<file path="src/sv/gmd_pkg.sv">
// Shared types, constants and control-word layout for the grid maze path search.
package gmd_pkg;

    // Grid size: both limited to eight; the four-bit fields could hold up to fifteen.
    localparam int MAX_ROWS   = 8;
    localparam int MAX_COLS   = 8;
    localparam int ROW_W      = $clog2(MAX_ROWS);
    localparam int COL_W      = $clog2(MAX_COLS);
    localparam int CELL_W     = ROW_W + COL_W;
    localparam int CELL_COUNT = MAX_ROWS * MAX_COLS;
    localparam int DEPTH_W    = $clog2(CELL_COUNT + 1);
    localparam int FIELD_W    = 4;
    localparam int CFG_IDX_W  = 3;
    localparam int CFG_DATA_W = 4;

    typedef enum logic [CFG_IDX_W-1:0] {
        CFG_ROW_COUNT = 3'd0,
        CFG_COL_COUNT = 3'd1,
        CFG_START_ROW = 3'd2,
        CFG_START_COL = 3'd3,
        CFG_END_ROW   = 3'd4,
        CFG_END_COL   = 3'd5
    } t_cfg_idx;

    typedef struct packed {
        logic [FIELD_W-1:0] row_count;
        logic [FIELD_W-1:0] col_count;
        logic [FIELD_W-1:0] start_row;
        logic [FIELD_W-1:0] start_col;
        logic [FIELD_W-1:0] end_row;
        logic [FIELD_W-1:0] end_col;
    } t_cfg;

    typedef enum logic [1:0] {
        DIR_UP    = 2'd0,
        DIR_DOWN  = 2'd1,
        DIR_LEFT  = 2'd2,
        DIR_RIGHT = 2'd3
    } t_dir;

    // Program steps of the sequencer.
    typedef enum logic [4:0] {
        S_IDLE  = 5'd0,
        S_CLR   = 5'd1,
        S_SRD   = 5'd2,
        S_SCHK  = 5'd3,
        S_PUSHS = 5'd4,
        S_TOP   = 5'd5,
        S_PROBE = 5'd6,
        S_DEC   = 5'd7,
        S_PUSH  = 5'd8,
        S_NDIR  = 5'd9,
        S_POP   = 5'd10,
        S_PLD   = 5'd11,
        S_OINIT = 5'd12,
        S_OLD   = 5'd13,
        S_OWAIT = 5'd14,
        S_ONEXT = 5'd15,
        S_NF    = 5'd16
    } t_step;

    typedef enum logic [3:0] {
        COND_ALWAYS    = 4'd0,
        COND_GO        = 4'd1,
        COND_IDX_LAST  = 4'd2,
        COND_START_BAD = 4'd3,
        COND_AT_GOAL   = 4'd4,
        COND_CAN_MOVE  = 4'd5,
        COND_DIR_LAST  = 4'd6,
        COND_SP_ONE    = 4'd7,
        COND_OUT_STALL = 4'd8,
        COND_OUT_LAST  = 4'd9
    } t_cond;

    typedef enum logic [1:0] {
        IDX_HOLD = 2'd0,
        IDX_CLR  = 2'd1,
        IDX_INC  = 2'd2
    } t_idx_op;

    typedef enum logic [1:0] {
        PUSH_NONE  = 2'd0,
        PUSH_START = 2'd1,
        PUSH_NB    = 2'd2
    } t_push_op;

    typedef enum logic [1:0] {
        DIR_HOLD = 2'd0,
        DIR_CLR  = 2'd1,
        DIR_INC  = 2'd2
    } t_dir_op;

    typedef enum logic {
        WRA_START = 1'b0,
        WRA_NB    = 1'b1
    } t_wra;

    typedef enum logic [1:0] {
        SRA_ZERO = 2'd0,
        SRA_POP  = 2'd1,
        SRA_IDX  = 2'd2
    } t_sra;

    typedef enum logic [1:0] {
        OUT_NONE = 2'd0,
        OUT_PATH = 2'd1,
        OUT_NF   = 2'd2
    } t_out_op;

    typedef struct packed {
        logic     in_rdy;
        t_idx_op  idx_op;
        logic     clr_vis;
        t_push_op push;
        logic     pop;
        logic     load_top;
        t_dir_op  dir_op;
        t_wra     wra;
        t_sra     sra;
        t_out_op  out_op;
        t_cond    cond;
        t_step    tgt_t;
        t_step    tgt_f;
    } t_ctrl;

    typedef struct packed {
        logic go;
        logic idx_last;
        logic start_bad;
        logic at_goal;
        logic can_move;
        logic dir_last;
        logic sp_one;
        logic out_stall;
        logic out_last;
    } t_stat;

endpackage

</file>
<file path="src/sv/gmd_in_if.sv">
// Load channel: one grid cell wall bit per beat.
interface gmd_in_if import gmd_pkg::*; ();
    logic               valid;
    logic               ready;
    logic [FIELD_W-1:0] cell_row;
    logic [FIELD_W-1:0] cell_col;
    logic               is_wall;
    logic               last_cell;

    modport source (output valid, output cell_row, output cell_col, output is_wall,
                    output last_cell, input ready);
    modport sink   (input valid, input cell_row, input cell_col, input is_wall,
                    input last_cell, output ready);
endinterface

</file>
<file path="src/sv/gmd_out_if.sv">
// Result channel: one path cell or the not-found marker per beat.
interface gmd_out_if import gmd_pkg::*; ();
    logic               valid;
    logic               ready;
    logic [FIELD_W-1:0] step_row;
    logic [FIELD_W-1:0] step_col;
    logic               path_found;
    logic               last_step;

    modport source (output valid, output step_row, output step_col, output path_found,
                    output last_step, input ready);
    modport sink   (input valid, input step_row, input step_col, input path_found,
                    input last_step, output ready);
endinterface

</file>
<file path="src/sv/gmd_seq.sv">
// Microcode sequencer: step counter, control ROM and conditional jumps.
module gmd_seq import gmd_pkg::*; (
    input  logic  i_clk,
    input  logic  i_rst_n,
    input  t_stat i_stat,
    output t_ctrl o_ctrl
);

    function automatic t_ctrl rom_word(input t_step s);
        t_ctrl w;
        w = '0;
        unique case (s)
            S_IDLE: begin
                w.in_rdy = 1'b1;
                w.idx_op = IDX_CLR;
                w.cond   = COND_GO;
                w.tgt_t  = S_CLR;
                w.tgt_f  = S_IDLE;
            end
            S_CLR: begin
                w.clr_vis = 1'b1;
                w.idx_op  = IDX_INC;
                w.cond    = COND_IDX_LAST;
                w.tgt_t   = S_SRD;
                w.tgt_f   = S_CLR;
            end
            S_SRD: begin
                w.wra   = WRA_START;
                w.tgt_t = S_SCHK;
            end
            S_SCHK: begin
                w.cond  = COND_START_BAD;
                w.tgt_t = S_NF;
                w.tgt_f = S_PUSHS;
            end
            S_PUSHS: begin
                w.push  = PUSH_START;
                w.tgt_t = S_TOP;
            end
            S_TOP: begin
                w.dir_op = DIR_CLR;
                w.cond   = COND_AT_GOAL;
                w.tgt_t  = S_OINIT;
                w.tgt_f  = S_PROBE;
            end
            S_PROBE: begin
                w.wra   = WRA_NB;
                w.tgt_t = S_DEC;
            end
            S_DEC: begin
                w.cond  = COND_CAN_MOVE;
                w.tgt_t = S_PUSH;
                w.tgt_f = S_NDIR;
            end
            S_PUSH: begin
                w.push  = PUSH_NB;
                w.tgt_t = S_TOP;
            end
            S_NDIR: begin
                w.dir_op = DIR_INC;
                w.cond   = COND_DIR_LAST;
                w.tgt_t  = S_POP;
                w.tgt_f  = S_PROBE;
            end
            S_POP: begin
                w.pop   = 1'b1;
                w.sra   = SRA_POP;
                w.cond  = COND_SP_ONE;
                w.tgt_t = S_NF;
                w.tgt_f = S_PLD;
            end
            S_PLD: begin
                w.load_top = 1'b1;
                w.tgt_t    = S_TOP;
            end
            S_OINIT: begin
                w.idx_op = IDX_CLR;
                w.sra    = SRA_ZERO;
                w.tgt_t  = S_OLD;
            end
            S_OLD: begin
                w.out_op = OUT_PATH;
                w.idx_op = IDX_INC;
                w.tgt_t  = S_OWAIT;
            end
            S_OWAIT: begin
                w.cond  = COND_OUT_STALL;
                w.tgt_t = S_OWAIT;
                w.tgt_f = S_ONEXT;
            end
            S_ONEXT: begin
                w.sra   = SRA_IDX;
                w.cond  = COND_OUT_LAST;
                w.tgt_t = S_IDLE;
                w.tgt_f = S_OLD;
            end
            S_NF: begin
                w.out_op = OUT_NF;
                w.tgt_t  = S_OWAIT;
            end
            default: begin
                w.tgt_t = S_IDLE;
            end
        endcase
        return w;
    endfunction

    t_step r_step;
    t_step n_step;
    t_ctrl w_ctrl;
    logic  take;

    assign w_ctrl = rom_word(r_step);
    assign o_ctrl = w_ctrl;

    always_comb begin
        unique case (w_ctrl.cond)
            COND_ALWAYS:    take = 1'b1;
            COND_GO:        take = i_stat.go;
            COND_IDX_LAST:  take = i_stat.idx_last;
            COND_START_BAD: take = i_stat.start_bad;
            COND_AT_GOAL:   take = i_stat.at_goal;
            COND_CAN_MOVE:  take = i_stat.can_move;
            COND_DIR_LAST:  take = i_stat.dir_last;
            COND_SP_ONE:    take = i_stat.sp_one;
            COND_OUT_STALL: take = i_stat.out_stall;
            COND_OUT_LAST:  take = i_stat.out_last;
            default:        take = 1'b1;
        endcase
        n_step = take ? w_ctrl.tgt_t : w_ctrl.tgt_f;
    end

    always_ff @(posedge i_clk) begin
        if (!i_rst_n) begin
            r_step <= S_IDLE;
        end else begin
            r_step <= n_step;
        end
    end

endmodule

</file>
<file path="src/sv/gmd_dp.sv">
// Search datapath: wall, visited and stack memories, cursor, counters and result register.
module gmd_dp import gmd_pkg::*; (
    input  logic             i_clk,
    input  logic             i_rst_n,
    input  t_cfg             i_cfg,
    input  t_ctrl            i_ctrl,
    gmd_in_if.sink           i_in,
    gmd_out_if.source        o_out,
    output t_stat            o_stat
);

    function automatic logic in_use(input logic [FIELD_W-1:0] r, c, er, ec);
        return (r != '0) && (c != '0) && (r <= er) && (c <= ec);
    endfunction

    function automatic logic [CELL_W-1:0] cell_of(input logic [FIELD_W-1:0] r, c);
        logic [FIELD_W-1:0] r0;
        logic [FIELD_W-1:0] c0;
        r0 = r - FIELD_W'(1);
        c0 = c - FIELD_W'(1);
        return {r0[ROW_W-1:0], c0[COL_W-1:0]};
    endfunction

    logic               r_wall_mem [CELL_COUNT];
    logic               r_vis_mem  [CELL_COUNT];
    logic [CELL_W-1:0]  r_stk_mem  [CELL_COUNT];

    logic               r_wall_q;
    logic               r_vis_q;
    logic [CELL_W-1:0]  r_stk_q;

    logic [CELL_W-1:0]  r_cur;
    logic [CELL_W-1:0]  n_cur;
    t_dir               r_dir;
    t_dir               n_dir;
    logic [DEPTH_W-1:0] r_sp;
    logic [DEPTH_W-1:0] n_sp;
    logic [DEPTH_W-1:0] r_idx;
    logic [DEPTH_W-1:0] n_idx;
    logic [CELL_W-1:0]  r_nb;
    logic               r_nb_ok;

    logic               r_o_valid;
    logic [FIELD_W-1:0] r_o_row;
    logic [FIELD_W-1:0] r_o_col;
    logic               r_o_found;
    logic               r_o_last;

    logic [FIELD_W-1:0] eff_rows;
    logic [FIELD_W-1:0] eff_cols;
    logic               start_ok;
    logic [CELL_W-1:0]  start_cell;
    logic               goal_ok;
    logic [CELL_W-1:0]  goal_cell;
    logic [FIELD_W-1:0] row1;
    logic [FIELD_W-1:0] col1;
    logic [FIELD_W-1:0] nr;
    logic [FIELD_W-1:0] nc;
    logic               nb_ok;
    logic [CELL_W-1:0]  nb_cell;
    logic               in_beat;
    logic               out_beat;
    logic               load_ok;
    logic [CELL_W-1:0]  load_cell;
    logic [CELL_W-1:0]  wall_ra;
    logic [CELL_W-1:0]  stk_ra;
    logic [DEPTH_W-1:0] sp_m2;

    // Counts above the grid size saturate.
    assign eff_rows = (i_cfg.row_count > FIELD_W'(MAX_ROWS)) ? FIELD_W'(MAX_ROWS)
                                                             : i_cfg.row_count;
    assign eff_cols = (i_cfg.col_count > FIELD_W'(MAX_COLS)) ? FIELD_W'(MAX_COLS)
                                                             : i_cfg.col_count;

    assign start_ok   = in_use(i_cfg.start_row, i_cfg.start_col, eff_rows, eff_cols);
    assign start_cell = cell_of(i_cfg.start_row, i_cfg.start_col);
    assign goal_ok    = in_use(i_cfg.end_row, i_cfg.end_col, eff_rows, eff_cols);
    assign goal_cell  = cell_of(i_cfg.end_row, i_cfg.end_col);

    // Neighbour of the current cell in the direction under test, one-based.
    assign row1 = FIELD_W'(r_cur[CELL_W-1:COL_W]) + FIELD_W'(1);
    assign col1 = FIELD_W'(r_cur[COL_W-1:0]) + FIELD_W'(1);

    always_comb begin
        nr = row1;
        nc = col1;
        unique case (r_dir)
            DIR_UP:    nr = row1 - FIELD_W'(1);
            DIR_DOWN:  nr = row1 + FIELD_W'(1);
            DIR_LEFT:  nc = col1 - FIELD_W'(1);
            DIR_RIGHT: nc = col1 + FIELD_W'(1);
            default:   nr = row1;
        endcase
    end

    assign nb_ok   = in_use(nr, nc, eff_rows, eff_cols);
    assign nb_cell = cell_of(nr, nc);

    assign in_beat   = i_in.valid & i_ctrl.in_rdy;
    assign out_beat  = r_o_valid & o_out.ready;
    assign load_ok   = (i_in.cell_row != '0) && (i_in.cell_row <= FIELD_W'(MAX_ROWS)) &&
                       (i_in.cell_col != '0) && (i_in.cell_col <= FIELD_W'(MAX_COLS));
    assign load_cell = cell_of(i_in.cell_row, i_in.cell_col);

    assign wall_ra = (i_ctrl.wra == WRA_START) ? start_cell : nb_cell;
    assign sp_m2   = r_sp - DEPTH_W'(2);

    always_comb begin
        unique case (i_ctrl.sra)
            SRA_ZERO: stk_ra = '0;
            SRA_POP:  stk_ra = sp_m2[CELL_W-1:0];
            SRA_IDX:  stk_ra = r_idx[CELL_W-1:0];
            default:  stk_ra = '0;
        endcase
    end

    // Wall map: written by load beats only.
    always_ff @(posedge i_clk) begin
        if (in_beat && load_ok) begin
            r_wall_mem[load_cell] <= i_in.is_wall;
        end
        r_wall_q <= r_wall_mem[wall_ra];
    end

    // Visited map: cleared by a sweep, then marked on each push.
    always_ff @(posedge i_clk) begin
        if (i_ctrl.clr_vis) begin
            r_vis_mem[r_idx[CELL_W-1:0]] <= 1'b0;
        end else if (i_ctrl.push == PUSH_START) begin
            r_vis_mem[start_cell] <= 1'b1;
        end else if (i_ctrl.push == PUSH_NB) begin
            r_vis_mem[r_nb] <= 1'b1;
        end
        r_vis_q <= r_vis_mem[nb_cell];
    end

    // Path stack.
    always_ff @(posedge i_clk) begin
        if (i_ctrl.push == PUSH_START) begin
            r_stk_mem[0] <= start_cell;
        end else if (i_ctrl.push == PUSH_NB) begin
            r_stk_mem[r_sp[CELL_W-1:0]] <= r_nb;
        end
        r_stk_q <= r_stk_mem[stk_ra];
    end

    always_comb begin
        n_sp  = r_sp;
        n_cur = r_cur;
        unique case (i_ctrl.push)
            PUSH_START: begin
                n_sp  = DEPTH_W'(1);
                n_cur = start_cell;
            end
            PUSH_NB: begin
                n_sp  = r_sp + DEPTH_W'(1);
                n_cur = r_nb;
            end
            default: begin
                if (i_ctrl.pop) begin
                    n_sp = r_sp - DEPTH_W'(1);
                end
                if (i_ctrl.load_top) begin
                    n_cur = r_stk_q;
                end
            end
        endcase

        unique case (i_ctrl.dir_op)
            DIR_CLR: n_dir = DIR_UP;
            DIR_INC: n_dir = t_dir'(r_dir + 2'd1);
            default: n_dir = r_dir;
        endcase

        unique case (i_ctrl.idx_op)
            IDX_CLR: n_idx = '0;
            IDX_INC: n_idx = r_idx + DEPTH_W'(1);
            default: n_idx = r_idx;
        endcase
    end

    always_ff @(posedge i_clk) begin
        if (!i_rst_n) begin
            r_sp      <= '0;
            r_cur     <= '0;
            r_dir     <= DIR_UP;
            r_idx     <= '0;
            r_o_valid <= 1'b0;
        end else begin
            r_sp  <= n_sp;
            r_cur <= n_cur;
            r_dir <= n_dir;
            r_idx <= n_idx;
            if (i_ctrl.out_op != OUT_NONE) begin
                r_o_valid <= 1'b1;
            end else if (out_beat) begin
                r_o_valid <= 1'b0;
            end
        end
    end

    // Payload: neighbour latch and result register.
    always_ff @(posedge i_clk) begin
        r_nb    <= nb_cell;
        r_nb_ok <= nb_ok;
        unique case (i_ctrl.out_op)
            OUT_PATH: begin
                r_o_row   <= FIELD_W'(r_stk_q[CELL_W-1:COL_W]) + FIELD_W'(1);
                r_o_col   <= FIELD_W'(r_stk_q[COL_W-1:0]) + FIELD_W'(1);
                r_o_found <= 1'b1;
                r_o_last  <= (r_idx + DEPTH_W'(1)) == r_sp;
            end
            OUT_NF: begin
                r_o_row   <= '0;
                r_o_col   <= '0;
                r_o_found <= 1'b0;
                r_o_last  <= 1'b1;
            end
            default: begin
                r_o_row <= r_o_row;
            end
        endcase
    end

    assign i_in.ready       = i_ctrl.in_rdy;
    assign o_out.valid      = r_o_valid;
    assign o_out.step_row   = r_o_row;
    assign o_out.step_col   = r_o_col;
    assign o_out.path_found = r_o_found;
    assign o_out.last_step  = r_o_last;

    assign o_stat.go        = in_beat & i_in.last_cell;
    assign o_stat.idx_last  = r_idx == DEPTH_W'(CELL_COUNT - 1);
    assign o_stat.start_bad = !start_ok || r_wall_q;
    assign o_stat.at_goal   = goal_ok && (r_cur == goal_cell);
    assign o_stat.can_move  = r_nb_ok && !r_wall_q && !r_vis_q &&
                              (r_sp < DEPTH_W'(CELL_COUNT));
    assign o_stat.dir_last  = r_dir == DIR_RIGHT;
    assign o_stat.sp_one    = r_sp == DEPTH_W'(1);
    assign o_stat.out_stall = !out_beat;
    assign o_stat.out_last  = r_o_last;

`ifndef ASSERT_OFF
    a_sp_bound: assert property (@(posedge i_clk) disable iff (!i_rst_n)
        r_sp <= DEPTH_W'(CELL_COUNT))
        else $error("stack depth beyond grid size");

    a_no_load_while_result: assert property (@(posedge i_clk) disable iff (!i_rst_n)
        i_in.ready |-> !o_out.valid)
        else $error("load taken while a result is pending");

    a_push_grows: assert property (@(posedge i_clk) disable iff (!i_rst_n)
        (i_ctrl.push == PUSH_NB) |=> (r_sp == $past(r_sp) + DEPTH_W'(1)))
        else $error("push did not grow the stack");

    a_last_at_top: assert property (@(posedge i_clk) disable iff (!i_rst_n)
        (r_o_valid && r_o_found && r_o_last) |-> (r_idx == r_sp))
        else $error("final path beat is not the stack top");
`endif

endmodule

</file>
<file path="src/sv/grid_maze_dfs_path.sv">
// Top level of the grid maze depth-first path search.
//
// Usage: load the maze over i_in, one cell per beat (cell_row, cell_col one-based,
// is_wall). Loads are taken one per cycle while idle. The beat with last_cell
// high loads its cell and starts a search from the configured start cell to
// the end cell. Write the six configuration registers (row_count, col_count,
// start_row, start_col, end_row, end_col at indexes 0 to 5) over i_cfg_* only
// while idle. A search first sweeps the visited map clear, one cell a cycle,
// then runs a depth-first walk, neighbours tried up, down, left, right. A rejected
// neighbour goes through probe, decide and next direction, a taken one through
// probe, decide, push and goal test, and a dead end through pop, reload and goal
// test. The path leaves on o_out one cell per beat, start first, last_step on
// the goal cell; each cell is re-read from the stack, and the next is not offered
// until the last beat is taken. A failed search gives one beat with path_found
// low and row, col zero. i_in stays not ready from the last load until the final
// result beat is taken and the sequencer has passed its next-cell step back to
// idle; a stall on o_out simply holds the result register and sequencer.
// Reset (synchronous, active low) returns the sequencer to idle, empties the
// stack and restores the register defaults; the wall map keeps its contents.
module grid_maze_dfs_path import gmd_pkg::*; (
    input  logic                  i_clk,
    input  logic                  i_rst_n,
    input  logic                  i_cfg_we,
    input  logic [CFG_IDX_W-1:0]  i_cfg_idx,
    input  logic [CFG_DATA_W-1:0] i_cfg_data,
    gmd_in_if.sink                i_in,
    gmd_out_if.source             o_out
);

    t_cfg  r_cfg;
    t_ctrl w_ctrl;
    t_stat w_stat;

    // Configuration registers; indexes past the list are dropped.
    always_ff @(posedge i_clk) begin
        if (!i_rst_n) begin
            r_cfg.row_count <= FIELD_W'(MAX_ROWS);
            r_cfg.col_count <= FIELD_W'(MAX_COLS);
            r_cfg.start_row <= FIELD_W'(1);
            r_cfg.start_col <= FIELD_W'(1);
            r_cfg.end_row   <= FIELD_W'(MAX_ROWS);
            r_cfg.end_col   <= FIELD_W'(MAX_COLS);
        end else if (i_cfg_we) begin
            unique case (t_cfg_idx'(i_cfg_idx))
                CFG_ROW_COUNT: r_cfg.row_count <= i_cfg_data;
                CFG_COL_COUNT: r_cfg.col_count <= i_cfg_data;
                CFG_START_ROW: r_cfg.start_row <= i_cfg_data;
                CFG_START_COL: r_cfg.start_col <= i_cfg_data;
                CFG_END_ROW:   r_cfg.end_row   <= i_cfg_data;
                CFG_END_COL:   r_cfg.end_col   <= i_cfg_data;
                default:       r_cfg           <= r_cfg;
            endcase
        end
    end

    // Sequencer: steps through the search program.
    gmd_seq u_seq (
        .i_clk   (i_clk),
        .i_rst_n (i_rst_n),
        .i_stat  (w_stat),
        .o_ctrl  (w_ctrl)
    );

    // Datapath: memories, cursor, stack pointer and result register.
    gmd_dp u_dp (
        .i_clk   (i_clk),
        .i_rst_n (i_rst_n),
        .i_cfg   (r_cfg),
        .i_ctrl  (w_ctrl),
        .i_in    (i_in),
        .o_out   (o_out),
        .o_stat  (w_stat)
    );

endmodule
</file>
<file path="src/flat_wrapper.sv">
// flat-port wrapper written by rule: the top's interface ports become plain ports
module grid_maze_dfs_path_flat import gmd_pkg::*;
  (i_clk, i_rst_n, i_cfg_we, i_cfg_idx, i_cfg_data, i_in_valid, i_in_cell_row, i_in_cell_col, i_in_is_wall, i_in_last_cell, i_in_ready, o_out_valid, o_out_step_row, o_out_step_col, o_out_path_found, o_out_last_step, o_out_ready);
  gmd_in_if i_in_i ();
  gmd_out_if o_out_i ();
  input  logic i_clk;
  input  logic i_rst_n;
  input  logic i_cfg_we;
  input  logic [CFG_IDX_W-1:0] i_cfg_idx;
  input  logic [CFG_DATA_W-1:0] i_cfg_data;
  input wire logic [$bits(i_in_i.valid)-1:0] i_in_valid;
  input wire logic [$bits(i_in_i.cell_row)-1:0] i_in_cell_row;
  input wire logic [$bits(i_in_i.cell_col)-1:0] i_in_cell_col;
  input wire logic [$bits(i_in_i.is_wall)-1:0] i_in_is_wall;
  input wire logic [$bits(i_in_i.last_cell)-1:0] i_in_last_cell;
  output wire logic [$bits(i_in_i.ready)-1:0] i_in_ready;
  output wire logic [$bits(o_out_i.valid)-1:0] o_out_valid;
  output wire logic [$bits(o_out_i.step_row)-1:0] o_out_step_row;
  output wire logic [$bits(o_out_i.step_col)-1:0] o_out_step_col;
  output wire logic [$bits(o_out_i.path_found)-1:0] o_out_path_found;
  output wire logic [$bits(o_out_i.last_step)-1:0] o_out_last_step;
  input wire logic [$bits(o_out_i.ready)-1:0] o_out_ready;
  assign i_in_i.valid = i_in_valid;
  assign i_in_i.cell_row = i_in_cell_row;
  assign i_in_i.cell_col = i_in_cell_col;
  assign i_in_i.is_wall = i_in_is_wall;
  assign i_in_i.last_cell = i_in_last_cell;
  assign i_in_ready = i_in_i.ready;
  assign o_out_valid = o_out_i.valid;
  assign o_out_step_row = o_out_i.step_row;
  assign o_out_step_col = o_out_i.step_col;
  assign o_out_path_found = o_out_i.path_found;
  assign o_out_last_step = o_out_i.last_step;
  assign o_out_i.ready = o_out_ready;
  grid_maze_dfs_path u_core (.i_clk(i_clk), .i_rst_n(i_rst_n), .i_cfg_we(i_cfg_we), .i_cfg_idx(i_cfg_idx), .i_cfg_data(i_cfg_data), .i_in(i_in_i), .o_out(o_out_i));
endmodule
</file>
<file path="config.mk">
export PLATFORM = sky130hd
export DESIGN_NAME = grid_maze_dfs_path_flat
export DESIGN_NICKNAME = d
export VERILOG_FILES = /design/src/sv/gmd_pkg.sv /design/src/sv/gmd_in_if.sv /design/src/sv/gmd_out_if.sv /design/src/sv/gmd_seq.sv /design/src/sv/gmd_dp.sv /design/src/sv/grid_maze_dfs_path.sv /design/src/flat_wrapper.sv
export SDC_FILE = /design/constraint.sdc
export NUM_CORES = 1
export LEC_CHECK = 0
export BUFFER_PORTS_ARGS = -buffer_cell sky130_fd_sc_hd__buf_2
export CAP_MARGIN = 20
export CORE_ASPECT_RATIO = 1.2
export CORE_MARGIN = 3
export CORE_UTILIZATION = 59
export CTS_BUF_LIST = sky130_fd_sc_hd__clkbuf_8
export CTS_CLUSTER_DIAMETER = 30
export DETAILED_ROUTE_END_ITERATION = 10
export GPL_ROUTABILITY_DRIVEN = 0
export PLACE_DENSITY = 0.89
export SYNTH_ARGS = -nofsm -noshare
export SYNTH_HDL_FRONTEND = slang
export SYNTH_SLANG_ARGS = --single-unit
</file>
<file path="constraint.sdc">
create_clock -name i_clk -period 4.4 [get_ports i_clk]
set_input_delay 0.44 -clock i_clk [delete_from_list [all_inputs] [get_ports i_clk]]
set_output_delay 0.44 -clock i_clk [all_outputs]
set_load 0.02 [all_outputs]
</file>
==> metrics.txt <==
Avg WL per Cell 22.8 microns; register area share after synthesis 62.9%; Synth Net Count 2363; FP Rows 85; Chip Width 201 microns; crit-path leading delay family compound AO/OA/AOI/OAI gates; largest net degree at the start of global routing 65; metal3 WL 7330 microns; hold_buf cts 0; CP Launch Point u_core.u_seq.r_step[0]$_SDFF_PN0_; Initial Utilization roughly three fifths; CTS tree built; status finished clean; Max IR drop VDD about 0.41 mV; Primary FF master, synth edfxtp_1; final WL 69300 microns; Remaining DRCs 0; Worst Setup EP u_core.u_dp.r_stk_q[4]$_DFF_P_; Worst Max-Slew Pin Slew 0.942 ns; number of routed nets with antenna violations 0; critical path, cell by cell nand2_1 -> or3_1 -> inv_1 -> ha_1 -> a22o_4 -> buf_4 -> o21ai_0 -> a21boi_0 -> o21ai_0 -> mux4_2 -> a22oi_1 -> a211oi_1; # Max-Cap Violations 0; CP peak stage delay 0.67 ns; area share of the largest cell type after synthesis 58.0%; slowest cell on the critical path dfxtp_1; clk sinks 589; Layout Nets 2428; crit path kind flip-flop to flip-flop; clk_lat worst skew 0.68 ns; Vias between 15000 and 20000; Fin. Hold Viols 0; crit path launch type flip-flop; Mean Syn Cell Area 11.9 sq um; H-tree depth 3; synthesis-stage register bit count between 500 and 600; Clock Skew approximately 0.031 ns; required time worst endpoint 4.99 ns; worst min path class input port to flip-flop; vias per cell 6.56; final critical-path share of the clock period 96.7%; All-Layer GR Usage between 20% and 30%; Max-slew headroom between 30 and 40%; CORE AREA between 0.04 and 0.05 sq mm; Max Root-Sink Buffers 3; Fmax achieved ~230 MHz; endpoints failing setup 0; DPL Wire Length 44400 microns; RR Endpoint u_core.u_dp.r_stk_q[4]$_DFF_P_; setup TNS 0 ns; count leader, synth edfxtp_1; grt ovf 0; Synth cell types 75; Cell Area, Synth 0.0270 sq mm; worst reg2reg path startpoint u_core.u_seq.r_step[0]$_SDFF_PN0_; Post-synth EDFFs 522; PwrDens between 500 and 600 mW/mm^2; met1 wire length 23400 microns; Die Ht about 240 microns; Area contributors post-synth edfxtp_1 58%, dfxtp_1 5.0%, nor2_1 4.2%, nand2_1 3.8%, ha_1 2.9%; R2R depth 12; first-pass GRT wire length 108000 microns; clk root buf clkbuf_8; 1st-iter DRT viols approximately 2800; DRT Pass-1 Iters 6; CP bufs+invs 2; Top Layer Used met4; Pleak 10.6 nW; synth cell count leaders 522 x edfxtp_1, 305 x nor2_1, 271 x nand2_1; worst reg-to-reg setup slack 0.14 ns; Tot Pwr 15.3 mW; ys async rst share 0%; YS warnings 0; final number of max-transition violations 0; Worst Path Max Fanout 34; initial antenna violation count 1; RSZ-0062 raised after global routing false; CTS Buf Count ~100; Worst setup EP type flip-flop; layout cells sized above 1 a little under an eighth; CP most frequent cell o21ai_0; clock slew at reported path FFs 0.06 ns; Gate Count Post-Synth 2279; minimum clock period 4.26 ns; DR WL met2 33900 microns; Die Area 0.0485 sq mm; I/O Buffers 33; Crit. path cell count 12; post-synth top area cell edfxtp_1; P&R area growth vs syn 11.7%; WP data arrival 4.85 ns; vias in the first global route 19800; num ports 34
[registers in the layout (all words and copies together), names as in the netlist, 2 cells and up]
register,cells
u_core.u_dp.r_stk_mem,384
u_core.u_dp.r_stk_q,6
u_core.u_dp.r_dir,2
u_core.r_cfg,24
u_core.u_seq.r_step,5
u_core.u_dp.o_out.step_col,4
u_core.u_dp.r_wall_mem,64
u_core.u_dp.r_sp,7
u_core.u_dp.o_out.step_row,4
u_core.u_dp.r_vis_mem,64
u_core.u_dp.r_idx,7
u_core.u_dp.r_cur,6
u_core.u_dp.r_nb,6
[worst min-delay path by stage]
stage                                              from                                   end  slack (ns)  depth (start not counted)
final                                       o_out_ready  u_core.u_dp.o_out.valid$_SDFFE_PN0P_        0.08                          3
after CTS                                   o_out_ready  u_core.u_dp.o_out.valid$_SDFFE_PN0P_        0.06                          3
after floorplan           u_core.r_cfg[16]$_SDFFE_PN0P_         u_core.r_cfg[16]$_SDFFE_PN0P_        0.45                          2
after global routing                        o_out_ready  u_core.u_dp.o_out.valid$_SDFFE_PN0P_        0.09                          3
after global placement    u_core.r_cfg[20]$_SDFFE_PN0P_         u_core.r_cfg[20]$_SDFFE_PN0P_        0.47                          2
after detailed placement  u_core.r_cfg[17]$_SDFFE_PN0P_         u_core.r_cfg[17]$_SDFFE_PN0P_        0.50                          2
[per-layer routing]
metal,global-route usage [%],up-vias
met4,18.1,0
li1,-,8633
met5,0,-
met1,33.4,9492
met2,47.8,1423
met3,6.16,373
[layout by cell type, fill, tap and decap left out, drive strengths merged, types with 15 or more instances in the layout]
master,instances
a211oi,48
a21o,16
a21oi,87
a22oi,15
a311oi,16
a31oi,30
and3,28
buf,88
clkbuf,105
clkinv,36
dfxtp,67
edfxtp,522
ha,62
inv,77
mux2i,64
mux4,31
nand2,271
nand2b,15
nand3,90
nor2,306
nor2b,27
nor3,38
o211ai,43
o21ai,98
or3,56
xnor2,30
[cell type report]
| type | instances | area (sq um) |
|---|---|---|
| Antenna cell | 1 | 2.50 |
| Timing Repair Buffer | 88 | 653 |
| Sequential cell | 589 | 17000 |
| Fill cell | 2979 | 14900 |
| Tap cell | 609 | 762 |
| Inverter | 52 | 198 |
| Clock inverter | 81 | 718 |
| Multi-Input combinational cell | 1511 | 9410 |
| Clock buffer | 105 | 1450 |
[power by group]
group | switching, mW | internal, mW
Clock | 2.26 | 3.00
Sequential | 0.297 | 6.51
Combinational | 2.09 | 1.18
[through the flow]
stage,setup slack (ns),hold WS (ns),util [%],area [sq um],instances
floorplan,-0.283,0.452,-,27000,2279
finish,0.143,0.0838,67.0,30200,3036
CTS,0.324,0.0577,67.0,30200,3035
global route,0.0375,0.0889,67.0,30200,3036
detailed placement,0.367,0.497,62.2,28000,2849
global placement,0.499,0.466,62.2,28000,2849
[cells by family after synthesis]
group	Yosys count	synth area share, %
adders and majority gates	62	2.87
DFF	589	62.9
xor gates and xnor gates	43	1.46
AOI/OAI and AO/OA	432	10.5
muxes	100	5.23
buffers and inverters	179	2.61
and+or+nand+nor	874	14.4
[tightest hold or removal path: stages]
cell      delay (ns)
buf_2           0.09
nand2b_1        0.10
a21oi_1         0.07
[timing repair]
action                     4_1_cts  5_1_grt
setup endpoints to repair        0        1
resized for setup                0        2
setup buffers                    0        0
(Power assumes the default switching activity.)
